## src/hw/rtl/mecanum_joystick_wheel_mixer_unit_defines.svh

```systemverilog
// Assertion macros shared by the mecanum wheel mixer RTL.
`ifndef MECANUM_JOYSTICK_WHEEL_MIXER_UNIT_DEFINES_SVH
`define MECANUM_JOYSTICK_WHEEL_MIXER_UNIT_DEFINES_SVH

// Same-cycle implication, disabled while reset is asserted.
`define MJWM_ASSERT_IMPLY(label, clk, rst_n, ante, cons) \
  label: assert property (@(posedge clk) disable iff (!rst_n) (ante) |-> (cons)) \
    else $error("mixer assertion failed");

// Next-cycle implication, disabled while reset is asserted.
`define MJWM_ASSERT_NEXT(label, clk, rst_n, ante, cons) \
  label: assert property (@(posedge clk) disable iff (!rst_n) (ante) |=> (cons)) \
    else $error("mixer assertion failed");

`endif

```

## src/hw/rtl/mjwm_pkg.sv

```systemverilog
// Shared types, constants and register codes of the mecanum wheel mixer.
`timescale 1ns / 1ps
`default_nettype none
package mjwm_pkg;

  localparam int WHEEL_COUNT = 4;
  localparam int STICK_W     = 8;
  localparam int DUTY_W      = 8;
  localparam int GAIN_W      = 16;
  localparam int SPEED_W     = 10;   // signed wheel mix, -256..255
  localparam int CFG_ADDR_W  = 4;
  localparam int CFG_DATA_W  = 32;
  localparam int OUT_DATA_W  = 40;

  // Wheel order in every vector
  localparam int WHEEL_LF = 0;
  localparam int WHEEL_LR = 1;
  localparam int WHEEL_RF = 2;
  localparam int WHEEL_RR = 3;

  localparam logic KIND_TRANSLATE = 1'b0;
  localparam logic KIND_ROTATE    = 1'b1;

  localparam logic [GAIN_W-1:0] DEADZONE_RST = 16'd900;
  localparam logic [GAIN_W-1:0] TGAIN_RST    = 16'd47592;
  localparam logic [GAIN_W-1:0] RGAIN_RST    = 16'd39322;

  typedef enum logic [1:0] {
    REG_DEADZONE = 2'd0,
    REG_TGAIN    = 2'd1,
    REG_RGAIN    = 2'd2
  } reg_idx_t;

  typedef struct packed {
    logic [GAIN_W-1:0] deadzone_sq;
    logic [GAIN_W-1:0] translate_gain;
    logic [GAIN_W-1:0] rotate_gain;
  } cfg_t;

  typedef struct packed {
    logic [WHEEL_COUNT-1:0][DUTY_W-1:0] duty;
    logic [WHEEL_COUNT-1:0]             dir;
  } mix_res_t;

endpackage
`default_nettype wire

```

## src/hw/rtl/mjwm_cfg_regs.sv

```systemverilog
// Configuration register file with an APB-style write and read port.
`timescale 1ns / 1ps
`default_nettype none
module mjwm_cfg_regs (
  input  wire logic                             clk,
  input  wire logic                             rst_n,
  input  wire logic                             cfg_psel,
  input  wire logic                             cfg_penable,
  input  wire logic                             cfg_pwrite,
  input  wire logic [mjwm_pkg::CFG_ADDR_W-1:0]  cfg_paddr,
  input  wire logic [mjwm_pkg::CFG_DATA_W-1:0]  cfg_pwdata,
  output logic      [mjwm_pkg::CFG_DATA_W-1:0]  cfg_prdata,
  output logic                                  cfg_pready,
  output mjwm_pkg::cfg_t                        cfg
);
  import mjwm_pkg::*;

  cfg_t     cfg_r, cfg_nxt;
  reg_idx_t idx;
  logic     wr_en;

  assign cfg_pready = 1'b1;
  assign idx        = reg_idx_t'(cfg_paddr[CFG_ADDR_W-1:2]);
  assign wr_en      = cfg_psel & cfg_penable & cfg_pwrite & cfg_pready;

  always_comb begin
    cfg_nxt = cfg_r;
    if (wr_en) begin
      case (idx)
        REG_DEADZONE: cfg_nxt.deadzone_sq    = cfg_pwdata[GAIN_W-1:0];
        REG_TGAIN:    cfg_nxt.translate_gain = cfg_pwdata[GAIN_W-1:0];
        REG_RGAIN:    cfg_nxt.rotate_gain    = cfg_pwdata[GAIN_W-1:0];
        default:      cfg_nxt = cfg_r;
      endcase
    end
  end

  always_comb begin
    case (idx)
      REG_DEADZONE: cfg_prdata = CFG_DATA_W'(cfg_r.deadzone_sq);
      REG_TGAIN:    cfg_prdata = CFG_DATA_W'(cfg_r.translate_gain);
      REG_RGAIN:    cfg_prdata = CFG_DATA_W'(cfg_r.rotate_gain);
      default:      cfg_prdata = '0;
    endcase
  end

  always_ff @(posedge clk) begin
    if (!rst_n) begin
      cfg_r.deadzone_sq    <= DEADZONE_RST;
      cfg_r.translate_gain <= TGAIN_RST;
      cfg_r.rotate_gain    <= RGAIN_RST;
    end else begin
      cfg_r <= cfg_nxt;
    end
  end

  assign cfg = cfg_r;

endmodule
`default_nettype wire

```

## src/hw/rtl/mjwm_wheel.sv

```systemverilog
// One wheel: scale a signed mix by a Q0.16 gain and resolve its direction bit.
`timescale 1ns / 1ps
`default_nettype none
module mjwm_wheel (
  input  wire logic signed [mjwm_pkg::SPEED_W-1:0] speed,
  input  wire logic        [mjwm_pkg::GAIN_W-1:0]  gain,
  input  wire logic                                en,
  input  wire logic                                dir_q,
  output logic             [mjwm_pkg::DUTY_W-1:0]  duty,
  output logic                                     dir_d
);
  import mjwm_pkg::*;

  localparam int MAG_W  = SPEED_W - 1;
  localparam int PROD_W = MAG_W + GAIN_W;

  logic                      neg;
  logic signed [SPEED_W-1:0] speed_n;
  logic        [MAG_W-1:0]   mag;
  logic        [PROD_W-1:0]  prod;

  assign neg     = speed[SPEED_W-1];
  assign speed_n = -speed;
  assign mag     = neg ? speed_n[MAG_W-1:0] : speed[MAG_W-1:0];
  assign prod    = PROD_W'(mag) * PROD_W'(gain);

  // Magnitude never passes 256, so the Q0.16 product fits the duty width
  assign duty  = en ? prod[GAIN_W +: DUTY_W] : '0;
  assign dir_d = (duty != '0) ? ~neg : dir_q;

endmodule
`default_nettype wire

```

## src/hw/rtl/mjwm_mixer.sv

```systemverilog
// Centering, dead-zone test and mecanum mixing for one joystick sample.
`timescale 1ns / 1ps
`default_nettype none
module mjwm_mixer (
  input  wire logic                                  kind,
  input  wire logic [mjwm_pkg::STICK_W-1:0]          stick_x,
  input  wire logic [mjwm_pkg::STICK_W-1:0]          stick_y,
  input  wire mjwm_pkg::cfg_t                        cfg,
  input  wire logic [mjwm_pkg::WHEEL_COUNT-1:0]      dir_q,
  output mjwm_pkg::mix_res_t                         res
);
  import mjwm_pkg::*;

  localparam int SQ_W  = 2 * STICK_W;
  localparam int RAD_W = SQ_W + 1;
  localparam logic signed [SPEED_W-1:0] CENTER = SPEED_W'(127);

  logic signed [SPEED_W-1:0] x_s, y_s, x_n, y_n;
  logic        [STICK_W-1:0] x_abs, y_abs;
  logic        [SQ_W-1:0]    x_sq, y_sq;
  logic        [RAD_W-1:0]   radius;
  logic                      active;
  logic        [GAIN_W-1:0]  gain;
  logic signed [SPEED_W-1:0] speed [WHEEL_COUNT];

  assign x_s = $signed({2'b00, stick_x}) - CENTER;
  assign y_s = CENTER - $signed({2'b00, stick_y});
  assign x_n = -x_s;
  assign y_n = -y_s;

  // Magnitudes reach 128 at most, which still fits the stick width
  assign x_abs = x_s[SPEED_W-1] ? x_n[STICK_W-1:0] : x_s[STICK_W-1:0];
  assign y_abs = y_s[SPEED_W-1] ? y_n[STICK_W-1:0] : y_s[STICK_W-1:0];
  assign x_sq  = SQ_W'(x_abs) * SQ_W'(x_abs);
  assign y_sq  = SQ_W'(y_abs) * SQ_W'(y_abs);

  always_comb begin
    if (kind == KIND_ROTATE) begin
      radius            = RAD_W'(x_sq);
      gain              = cfg.rotate_gain;
      speed[WHEEL_LF]   = x_s;
      speed[WHEEL_LR]   = x_s;
      speed[WHEEL_RF]   = x_n;
      speed[WHEEL_RR]   = x_n;
    end else begin
      radius            = RAD_W'(x_sq) + RAD_W'(y_sq);
      gain              = cfg.translate_gain;
      speed[WHEEL_LF]   = x_s + y_s;
      speed[WHEEL_LR]   = y_s - x_s;
      speed[WHEEL_RF]   = y_s - x_s;
      speed[WHEEL_RR]   = x_s + y_s;
    end
  end

  assign active = radius >= RAD_W'(cfg.deadzone_sq);

  for (genvar w = 0; w < WHEEL_COUNT; w++) begin : g_wheel
    mjwm_wheel u_wheel (
      .speed (speed[w]),
      .gain  (gain),
      .en    (active),
      .dir_q (dir_q[w]),
      .duty  (res.duty[w]),
      .dir_d (res.dir[w])
    );
  end

endmodule
`default_nettype wire

```

## src/hw/rtl/mecanum_joystick_wheel_mixer_unit.sv

```systemverilog
// Top level of the mecanum joystick wheel mixer.
`timescale 1ns / 1ps
`default_nettype none
// Takes one joystick sample per request (in_tuser = kind, 0 translate, 1 rotate)
// and returns one set of four wheel commands: an 8-bit PWM duty and a direction
// bit per wheel, in the order left front, left rear, right front, right rear.
// Axes are centered around 127 (y inverted), a squared-radius dead zone zeroes
// all duties, and the mixed speeds are scaled by an unsigned Q0.16 gain and
// truncated toward zero. A direction bit holds its value whenever its duty is
// zero. An accepted sample waits in the input register, then the squares,
// compare and four 9x16 multipliers run in a single pass into the result
// register, which raises out_tvalid. A new sample is accepted every cycle
// while out_tready is high; the result register keeps a finished result while
// the input register takes the next sample. Registers (APB, byte address): 0x0
// dead-zone radius squared, 0x4 translate gain, 0x8 rotate gain; write only
// while the block is idle.
`include "mecanum_joystick_wheel_mixer_unit_defines.svh"
module mecanum_joystick_wheel_mixer_unit (
  input  wire logic                                 clk,
  input  wire logic                                 rst_n,
  // Input requests
  input  wire logic                                 in_tvalid,
  output logic                                      in_tready,
  input  wire logic [2*mjwm_pkg::STICK_W-1:0]       in_tdata,  // stick_x, stick_y
  input  wire logic                                 in_tuser,  // kind
  // Result requests
  output logic                                      out_tvalid,
  input  wire logic                                 out_tready,
  // left_front_duty, left_rear_duty, right_front_duty, right_rear_duty,
  // left_front_dir, left_rear_dir, right_front_dir, right_rear_dir, zero pad
  output logic [mjwm_pkg::OUT_DATA_W-1:0]           out_tdata,
  // Configuration
  input  wire logic                                 cfg_psel,
  input  wire logic                                 cfg_penable,
  input  wire logic                                 cfg_pwrite,
  input  wire logic [mjwm_pkg::CFG_ADDR_W-1:0]      cfg_paddr,
  input  wire logic [mjwm_pkg::CFG_DATA_W-1:0]      cfg_pwdata,
  output logic      [mjwm_pkg::CFG_DATA_W-1:0]      cfg_prdata,
  output logic                                      cfg_pready
);
  import mjwm_pkg::*;

  localparam int PAD_W = OUT_DATA_W - WHEEL_COUNT * DUTY_W - WHEEL_COUNT;

  cfg_t     cfg;
  mix_res_t mix;

  // Input register: sample waiting for the mixing pass
  logic                   s1_valid_r, s1_valid_nxt;
  logic                   s1_kind_r;
  logic [STICK_W-1:0]     s1_x_r, s1_y_r;

  // Result register and wheel direction state
  logic                   out_valid_r, out_valid_nxt;
  logic [OUT_DATA_W-1:0]  out_data_r;
  logic [WHEEL_COUNT-1:0] dir_r, dir_nxt;

  logic in_acc;
  logic out_free;
  logic adv;

  mjwm_cfg_regs u_cfg_regs (
    .clk         (clk),
    .rst_n       (rst_n),
    .cfg_psel    (cfg_psel),
    .cfg_penable (cfg_penable),
    .cfg_pwrite  (cfg_pwrite),
    .cfg_paddr   (cfg_paddr),
    .cfg_pwdata  (cfg_pwdata),
    .cfg_prdata  (cfg_prdata),
    .cfg_pready  (cfg_pready),
    .cfg         (cfg)
  );

  mjwm_mixer u_mixer (
    .kind    (s1_kind_r),
    .stick_x (s1_x_r),
    .stick_y (s1_y_r),
    .cfg     (cfg),
    .dir_q   (dir_r),
    .res     (mix)
  );

  // Advance the sample into the result register whenever that register is
  // empty or being drained this cycle
  assign out_free  = ~out_valid_r | out_tready;
  assign adv       = s1_valid_r & out_free;
  assign in_tready = ~s1_valid_r | adv;
  assign in_acc    = in_tvalid & in_tready;

  always_comb begin
    s1_valid_nxt = s1_valid_r;
    if (in_acc) begin
      s1_valid_nxt = 1'b1;
    end else if (adv) begin
      s1_valid_nxt = 1'b0;
    end
  end

  always_comb begin
    out_valid_nxt = out_valid_r;
    dir_nxt       = dir_r;
    if (adv) begin
      out_valid_nxt = 1'b1;
      dir_nxt       = mix.dir;
    end else if (out_tready) begin
      out_valid_nxt = 1'b0;
    end
  end

  always_ff @(posedge clk) begin
    if (!rst_n) begin
      s1_valid_r  <= 1'b0;
      out_valid_r <= 1'b0;
      dir_r       <= '0;
    end else begin
      s1_valid_r  <= s1_valid_nxt;
      out_valid_r <= out_valid_nxt;
      dir_r       <= dir_nxt;
    end
  end

  // Payload registers: load on accept or advance, hold otherwise
  always_ff @(posedge clk) begin
    if (in_acc) begin
      s1_kind_r <= in_tuser;
      s1_x_r    <= in_tdata[STICK_W-1:0];
      s1_y_r    <= in_tdata[2*STICK_W-1:STICK_W];
    end
    if (adv) begin
      out_data_r <= {PAD_W'(0), mix.dir, mix.duty};
    end
  end

  assign out_tvalid = out_valid_r;
  assign out_tdata  = out_data_r;

  // Direction state moves only when a sample passes the mixing pass
  `MJWM_ASSERT_NEXT(a_dir_only_on_adv, clk, rst_n, !adv, $stable(dir_r))
  // A wheel with zero duty keeps its direction bit
  `MJWM_ASSERT_NEXT(a_lf_zero_holds, clk, rst_n, adv && (mix.duty[WHEEL_LF] == '0),
                    dir_r[WHEEL_LF] == $past(dir_r[WHEEL_LF]))
  // A blocked sample stays in the input register
  `MJWM_ASSERT_NEXT(a_s1_holds, clk, rst_n, s1_valid_r && !adv, s1_valid_r)
  // A pending result always shows the current direction state
  `MJWM_ASSERT_IMPLY(a_out_dir_match, clk, rst_n, out_valid_r,
                     out_data_r[WHEEL_COUNT*DUTY_W +: WHEEL_COUNT] == dir_r)

endmodule
`default_nettype wire
```

## config.mk

```make
export PLATFORM = sky130hd
export DESIGN_NAME = mecanum_joystick_wheel_mixer_unit
export DESIGN_NICKNAME = d
export VERILOG_FILES = /design/src/hw/rtl/mjwm_pkg.sv /design/src/hw/rtl/mjwm_cfg_regs.sv /design/src/hw/rtl/mjwm_wheel.sv /design/src/hw/rtl/mjwm_mixer.sv /design/src/hw/rtl/mecanum_joystick_wheel_mixer_unit.sv
export VERILOG_INCLUDE_DIRS = /design/src /design/src/hw/rtl
export SDC_FILE = /design/constraint.sdc
export NUM_CORES = 1
export LEC_CHECK = 0
export BUFFER_PORTS_ARGS = -buffer_cell sky130_fd_sc_hd__buf_2
export CAP_MARGIN = 40
export CORE_AREA = 4 4 432 221
export DETAILED_ROUTE_END_ITERATION = 8
export DIE_AREA = 0 0 436 225
export GPL_TIMING_DRIVEN = 0
export PLACE_DENSITY = 0.48
export SETUP_SLACK_MARGIN = 0.05
export SLEW_MARGIN = 20
export SYNTH_ARGS = -nofsm -noshare
export SYNTH_HDL_FRONTEND = slang
export SYNTH_SLANG_ARGS = --single-unit
```

## constraint.sdc

```tcl
create_clock -name clk -period 10.27 [get_ports clk]
set_input_delay 0.5135 -clock clk [delete_from_list [all_inputs] [get_ports clk]]
set_output_delay 0.5135 -clock clk [all_outputs]
set_load 0.01 [all_outputs]
```

==> results_dict.tcl, run 1 <==
set metrics [dict create \
    failed_checks "setup timing" \
    status "finished, violations left" \
    synth_commonest_cells "594 x inv_1, 487 x nand2_1, 455 x fa_1" \
    reg2reg_slack_ps -1090 \
    setup_slack_ps -1089 \
    critPathMaxFanout 10 \
    crit_arrival_ps 11540 \
    multiInputGateArea_mm2 0.02300 \
    setup_violations 38 \
    syn_area_mm2 0.02725 \
    yosys-top-cells-area "fa_1 33%, ha_1 12%, inv_1 8.2%, nand2_1 6.7%, edfxtp_1 5.8%" \
    port_buffers 94 \
    seq_area_frac_synth_pct 9.807 \
    synth_enable_flop_cells 53 \
    routabilityCongestion 0.9437 \
    max-cap-violations 0 \
    cp_common_cell "fa_1" \
    clock-sinks 107 \
    synthToLayoutAreaGrowth_pct 18.12 \
    clk_root_buffer_cell "clkbuf_16" \
    final_nets 4270 \
    cts_tree "built" \
    htreeDepth 3 \
    synthCells 3240 \
    clock_skew_ps 16.38 \
    path_class "flop to flop" \
    rsz0062_at_grt "true" \
    grt_overflow_total 0 \
    numCtsBuffers 9 \
    startpoint "s1_x_r[0]" \
    period_share_pct 110.6 \
    final_antenna_net_count 0 \
    slew_headroom_pct 38.21 \
    synth_seq_cells 107 \
    num_rows 79 \
    grt_pass1_vias 22454 \
    die_h_um 225 \
    tns_ps -17800 \
    synth_top_area_share_pct 33.43 \
    worstReg2RegEnd "out_tdata[35]" \
    grt_max_degree 33 \
    core_mm2 0.09193 \
    io_pins 135 \
    crit_required_ps 10450 \
    synth_most_common_cell "inv_1" \
    placed_cells 4607 \
    clkTransAtPathRegs_ps 90 \
    clk-insertion-delay-late_ps 430 \
    cts_buffer_depth 2 \
    crit_path_start_kind "flop" \
    first_pass_iters 5 \
    crit_end "out_tdata[35]" \
    max_freq_mhz 88.04 \
    wl_um 100800 \
    regArea_mm2 0.002673 \
    rr_worst_depth 48 \
    start_util_pct 29.64 \
    finalCriticalPeriod_ps 11360 \
    n_fill_cell 9708 \
    hp-class "input port to flop" \
    synth-main-ff-cell "dfxtp_1" \
    endpoint_kind "flop" \
    route.detailed.drc 0 \
    slowest_stage "or4_1" \
    ctsHoldBuffers 0 \
    vias_per_cell 4.904 \
    dr.first_iter.drc_count 2165 \
    max_stage_delay_ps 540 \
    hold_viol 0 \
    grt_pass1_wl_um 150700 \
    tightest_slew_ps 926.9 \
    yosysWarnings 0 \
    wl_per_cell_um 21.35 \
    instances_no_fill 4721 \
    maxSlewViolCount 0 \
    rr_startpoint "s1_x_r[0]" \
    yosysTopAreaCell "fa_1" \
    syn_area_per_cell_um2 8.411 \
    vias 23152 \
    grt_util_all_layers_pct 20.73 \
    dp_hpwl_um 84600 \
    die-area_mm2 0.09810 \
    antenna_found_initial 6 \
    async_flop_share_pct 0 \
    dieWidth_um 436 \
    drive_above_1_share_pct 15.97 \
    synth_cell_types 93 \
]
## placed cells by master, fill, tap and decap left out, types with 11 or more instances in the layout
cell type	synthesis	layout
a211oi_1	21	17
a21o_1	39	39
a21oi_1	114	97
a21oi_2	0	11
and2_1	40	30
buf_2	9	104
buf_4	24	104
buf_6	0	34
clkbuf_1	121	103
clkbuf_16	0	12
clkbuf_2	1	14
conb_1	2	27
dfxtp_1	54	54
edfxtp_1	53	53
fa_1	455	451
ha_1	259	244
ha_4	0	12
inv_1	594	580
inv_2	0	13
mux2_2	24	21
mux2i_1	50	43
nand2_1	487	476
nand2b_1	33	30
nand3_1	54	52
nand4_1	12	12
nor2_1	285	261
nor2_4	0	14
nor2b_1	16	15
nor3_1	34	25
o211ai_1	11	11
o21ai_0	81	67
or2_2	46	45
or3_1	12	12
xnor2_1	70	54
xor2_1	40	33
## flip-flops by register name, indices dropped and copies added (netlist names)
signal          cells
u_cfg_regs.cfg     48
out_tdata          36
s1_x_r              8
s1_y_r              8
dir_r               4
out_tvalid          1
s1_kind_r           1
s1_valid_r          1
## routing by layer
layer  wire, µm  up-vias  GRT usage (%)
met2      33890      954          24.16
met1      51850    11419          33.10
met3      14080       50          10.36
li1           -    10729              -
met5          0        -              0
met4        987        0          2.697
## final cells by class
| type | count | share of cell area, % |
|---|---|---|
| flip-flops and latches | 107 | 8.303 |
| clock buffers | 10 | 0.7113 |
| well taps | 1215 | 4.723 |
| plain buffers | 157 | 2.515 |
| diodes | 5 | 0.03887 |
| multi-input cells | 2405 | 71.47 |
| inverters | 595 | 6.950 |
| clock inverters | 6 | 0.2565 |
| repair buffers | 221 | 5.038 |
## metrics by stage
step	area, µm²	util (%)	setup slack, ps	hold slack (ps)
2_1_floorplan	27580	-	-14.89	432.2
3_3_place_gp	29570	32.17	-3331	445.4
3_5_place_dp	29930	32.56	-2604	458.2
4_1_cts	31550	34.32	-1038	219.8
5_1_grt	32180	35.01	-1434	252.4
6_report	32190	35.02	-1089	266.3
## critical path, delay by kind of cell, from the launching register on
family | cells | cell delay, ps
mux | 3 | 510
flops | 1 | 490
simple gates | 13 | 2600
xor+xnor | 2 | 310
buf+inv | 10 | 1170
fa+ha+maj | 11 | 4350
compound gates | 9 | 1700
## kinds of logic after synthesis
group                    Yosys count  synth area share, %
flip-flops                       107                9.807
adder cells (fa/ha/maj)          714                45.32
buffers and inverters            753                10.75
AND/OR/NAND/NOR                 1074                17.51
XOR/XNOR                         112                3.678
other                              2              0.02756
multiplexers                      74                2.828
AO/OA/AOI/OAI                    404                10.08
## worst min-delay path by stage
stage | start | endpoint | slack (ps) | cells after the start
floorplan | dir_r[1] | dir_r[1] | 430 | 2
global placement | dir_r[1] | dir_r[1] | 450 | 2
detailed placement | dir_r[1] | dir_r[1] | 460 | 2
CTS | in_tdata[11] | s1_y_r[3] | 220 | 1
global route | in_tdata[15] | s1_y_r[7] | 250 | 1
finish | in_tdata[9] | s1_y_r[1] | 270 | 1
## repair_timing
item                                   4_1_cts  5_1_grt
gates resized for setup                    176       96
setup endpoints to repair                   40       40
endpoints found under the hold margin        0        0
pin swaps                                   47       29
cloned                                       2        0
buffers inserted                            66       22
Power of run 1 is left out: the tool's default activity adds up to more than one toggle a clock period on the data nets, which glitch-free logic cannot reach.
==> run 2: changes to the inputs <==
--- a/config.mk
+++ b/config.mk
@@ -8,11 +8,11 @@
 export LEC_CHECK = 0
 export BUFFER_PORTS_ARGS = -buffer_cell sky130_fd_sc_hd__buf_2
 export CAP_MARGIN = 40
-export CORE_AREA = 4 4 432 221
+export CORE_AREA = 4 4 320 165
 export DETAILED_ROUTE_END_ITERATION = 8
-export DIE_AREA = 0 0 436 225
+export DIE_AREA = 0 0 324 169
 export GPL_TIMING_DRIVEN = 0
-export PLACE_DENSITY = 0.48
+export PLACE_DENSITY = 0.77
 export SETUP_SLACK_MARGIN = 0.05
 export SLEW_MARGIN = 20
 export SYNTH_ARGS = -nofsm -noshare
==> constraint.sdc (replaced) <==
create_clock -name clk -period 10.27 [get_ports clk]
set_input_delay 1.5405 -clock clk [delete_from_list [all_inputs] [get_ports clk]]
set_output_delay 1.5405 -clock clk [all_outputs]
set_load 0.01 [all_outputs]
==> run 2 against run 1 <==
Core utilization increased by 28 points. The run still ends with setup timing left. Highest routed layer unchanged. Worst setup slack better by 160 ps. Largest cell class unchanged. Wire length fell by 7.9%. Hold slack improved by 220 ps. Critical path type unchanged. Sequential share of layout area rose by 0.21 points.
==> results_dict.tcl, run 2 (synthesis gave the netlist of run 1 again) <==
set metrics [dict create \
    grt_max_degree 36 \
    cts_tree "built" \
    vias 24388 \
    drive_above_1_share_pct 15.82 \
    n_fill_cell 4278 \
    crit_required_ps 10420 \
    grt_pass1_wl_um 141300 \
    route.detailed.drc 0 \
    period_share_pct 109.0 \
    clkTransAtPathRegs_ps 100 \
    crit_path_start_kind "flop" \
    worstSetupPathDepth 54 \
    start_util_pct 54.74 \
    status "finished, violations left" \
    slowest_stage "fa_1" \
    worstReg2RegEnd "out_tdata[32]" \
    tightest_slew_ps 965.7 \
    path_class "flop to flop" \
    max-cap-violations 0 \
    first_pass_iters 6 \
    port_buffers 94 \
    cts_buffer_depth 2 \
    slew_headroom_pct 35.03 \
    crit_buf_inv 13 \
    final_area_mm2 0.03140 \
    final_common_cell "inv_1" \
    max_freq_mhz 89.32 \
    setup_slack_ps -925.8 \
    setup_violations 35 \
    rr_startpoint "s1_x_r[1]" \
    hp-class "flop to flop" \
    wl_um 92880 \
    maxSlewViolCount 0 \
    multiInputGateArea_mm2 0.02295 \
    clk_root_buffer_cell "clkbuf_16" \
    critPathMaxFanout 6 \
    hold_viol 0 \
    vias_per_cell 5.867 \
    routabilityCongestion 1.041 \
    grt_pass1_vias 24702 \
    wl_per_cell_um 22.34 \
    failed_checks "setup timing" \
    crit_end "out_tdata[32]" \
    finalCriticalPeriod_ps 11200 \
    endpoint_kind "flop" \
    io_pins 135 \
    die-area_mm2 0.05476 \
    grt_util_all_layers_pct 34.11 \
    reg2reg_slack_ps -930 \
    max_stage_delay_ps 540 \
    dieWidth_um 324 \
    rsz0062_at_grt "true" \
    num_rows 58 \
    clock-sinks 107 \
    startpoint "s1_x_r[1]" \
    final_antenna_net_count 0 \
    dp_hpwl_um 73080 \
    numCtsBuffers 9 \
    place_area_mm2 0.02914 \
    core_mm2 0.04978 \
    crit_arrival_ps 11350 \
    rr_worst_depth 54 \
    critPathTopFamily "adder cells" \
    regArea_mm2 0.002673 \
    dr.first_iter.drc_count 2373 \
    antenna_found_initial 0 \
    tns_ps -13440 \
    htreeDepth 3 \
    clock_skew_ps 23.31 \
    final_nets 4265 \
    clk-insertion-delay-late_ps 410 \
    finalCoreUtilization_pct 63.08 \
    ctsHoldBuffers 0 \
    mostFrequentLayoutCells "575 x inv_1, 480 x nand2_1, 451 x fa_1" \
    grt_overflow_total 0 \
    largest_reg_flops 48 \
    cp_common_cell "inv_2" \
    die_h_um 169 \
    synthToLayoutAreaGrowth_pct 15.23 \
]
-- run 2: repair_timing --
item | 4_1_cts | 5_1_grt
setup buffers | 51 | 36
endpoints found under the setup margin | 40 | 40
resized for setup | 148 | 125
gates cloned | 0 | 0
pin swaps | 50 | 81
-- run 2: per-stage QoR --
| step | setup slack, ps | cells | hold slack [ps] |
|---|---|---|---|
| detailed placement | -2690 | 4047 | 461.0 |
| global placement | -2472 | 4019 | 445.3 |
| CTS | -758.8 | 4113 | 473.3 |
| global route | -1288 | 4156 | 496.8 |
| finish | -925.8 | 4157 | 483.0 |
| floorplan | -14.89 | 3265 | 432.2 |
-- run 2: cell type report --
| type | instances | share of cell area [%] |
|---|---|---|
| antenna | 1 | 0.007969 |
| clock inverter | 7 | 0.2670 |
| timing repair buffer | 217 | 5.132 |
| inverter | 595 | 7.136 |
| buffer | 156 | 2.506 |
| clock buffer | 9 | 0.7172 |
| tap | 660 | 2.630 |
| multi-input combinational | 2405 | 73.09 |
| sequential | 107 | 8.511 |
-- run 2: routing by layer --
layer,global-route usage [%],vias up,wire [µm]
met5,0,-,0
met4,15.71,0,4731
met3,8.878,260,10340
met2,53.29,1316,41620
met1,44.76,12128,36180
li1,-,10684,-
-- run 2: worst register-to-register path, delay by kind of cell, from the launching register on --
family	cells	cell delay (ps)
XOR/XNOR	3	560
AO/OA/AOI/OAI	14	2230
adder cells (fa/ha/maj)	12	4780
AND/OR/NAND/NOR	11	1360
flip-flops	1	500
multiplexers	1	360
buffers and inverters	13	1150
-- run 2: worst min path at each step --
stage,startpoint,endpoint,slack [ps],cells after the start
4_1_cts,dir_r[0],dir_r[0],470,2
2_1_floorplan,dir_r[1],dir_r[1],430,2
6_report,dir_r[3],dir_r[3],480,2
5_1_grt,dir_r[1],dir_r[1],500,2
3_5_place_dp,dir_r[0],dir_r[0],460,2
3_3_place_gp,dir_r[0],dir_r[0],450,2
Power of run 2 is left out for the same reason.
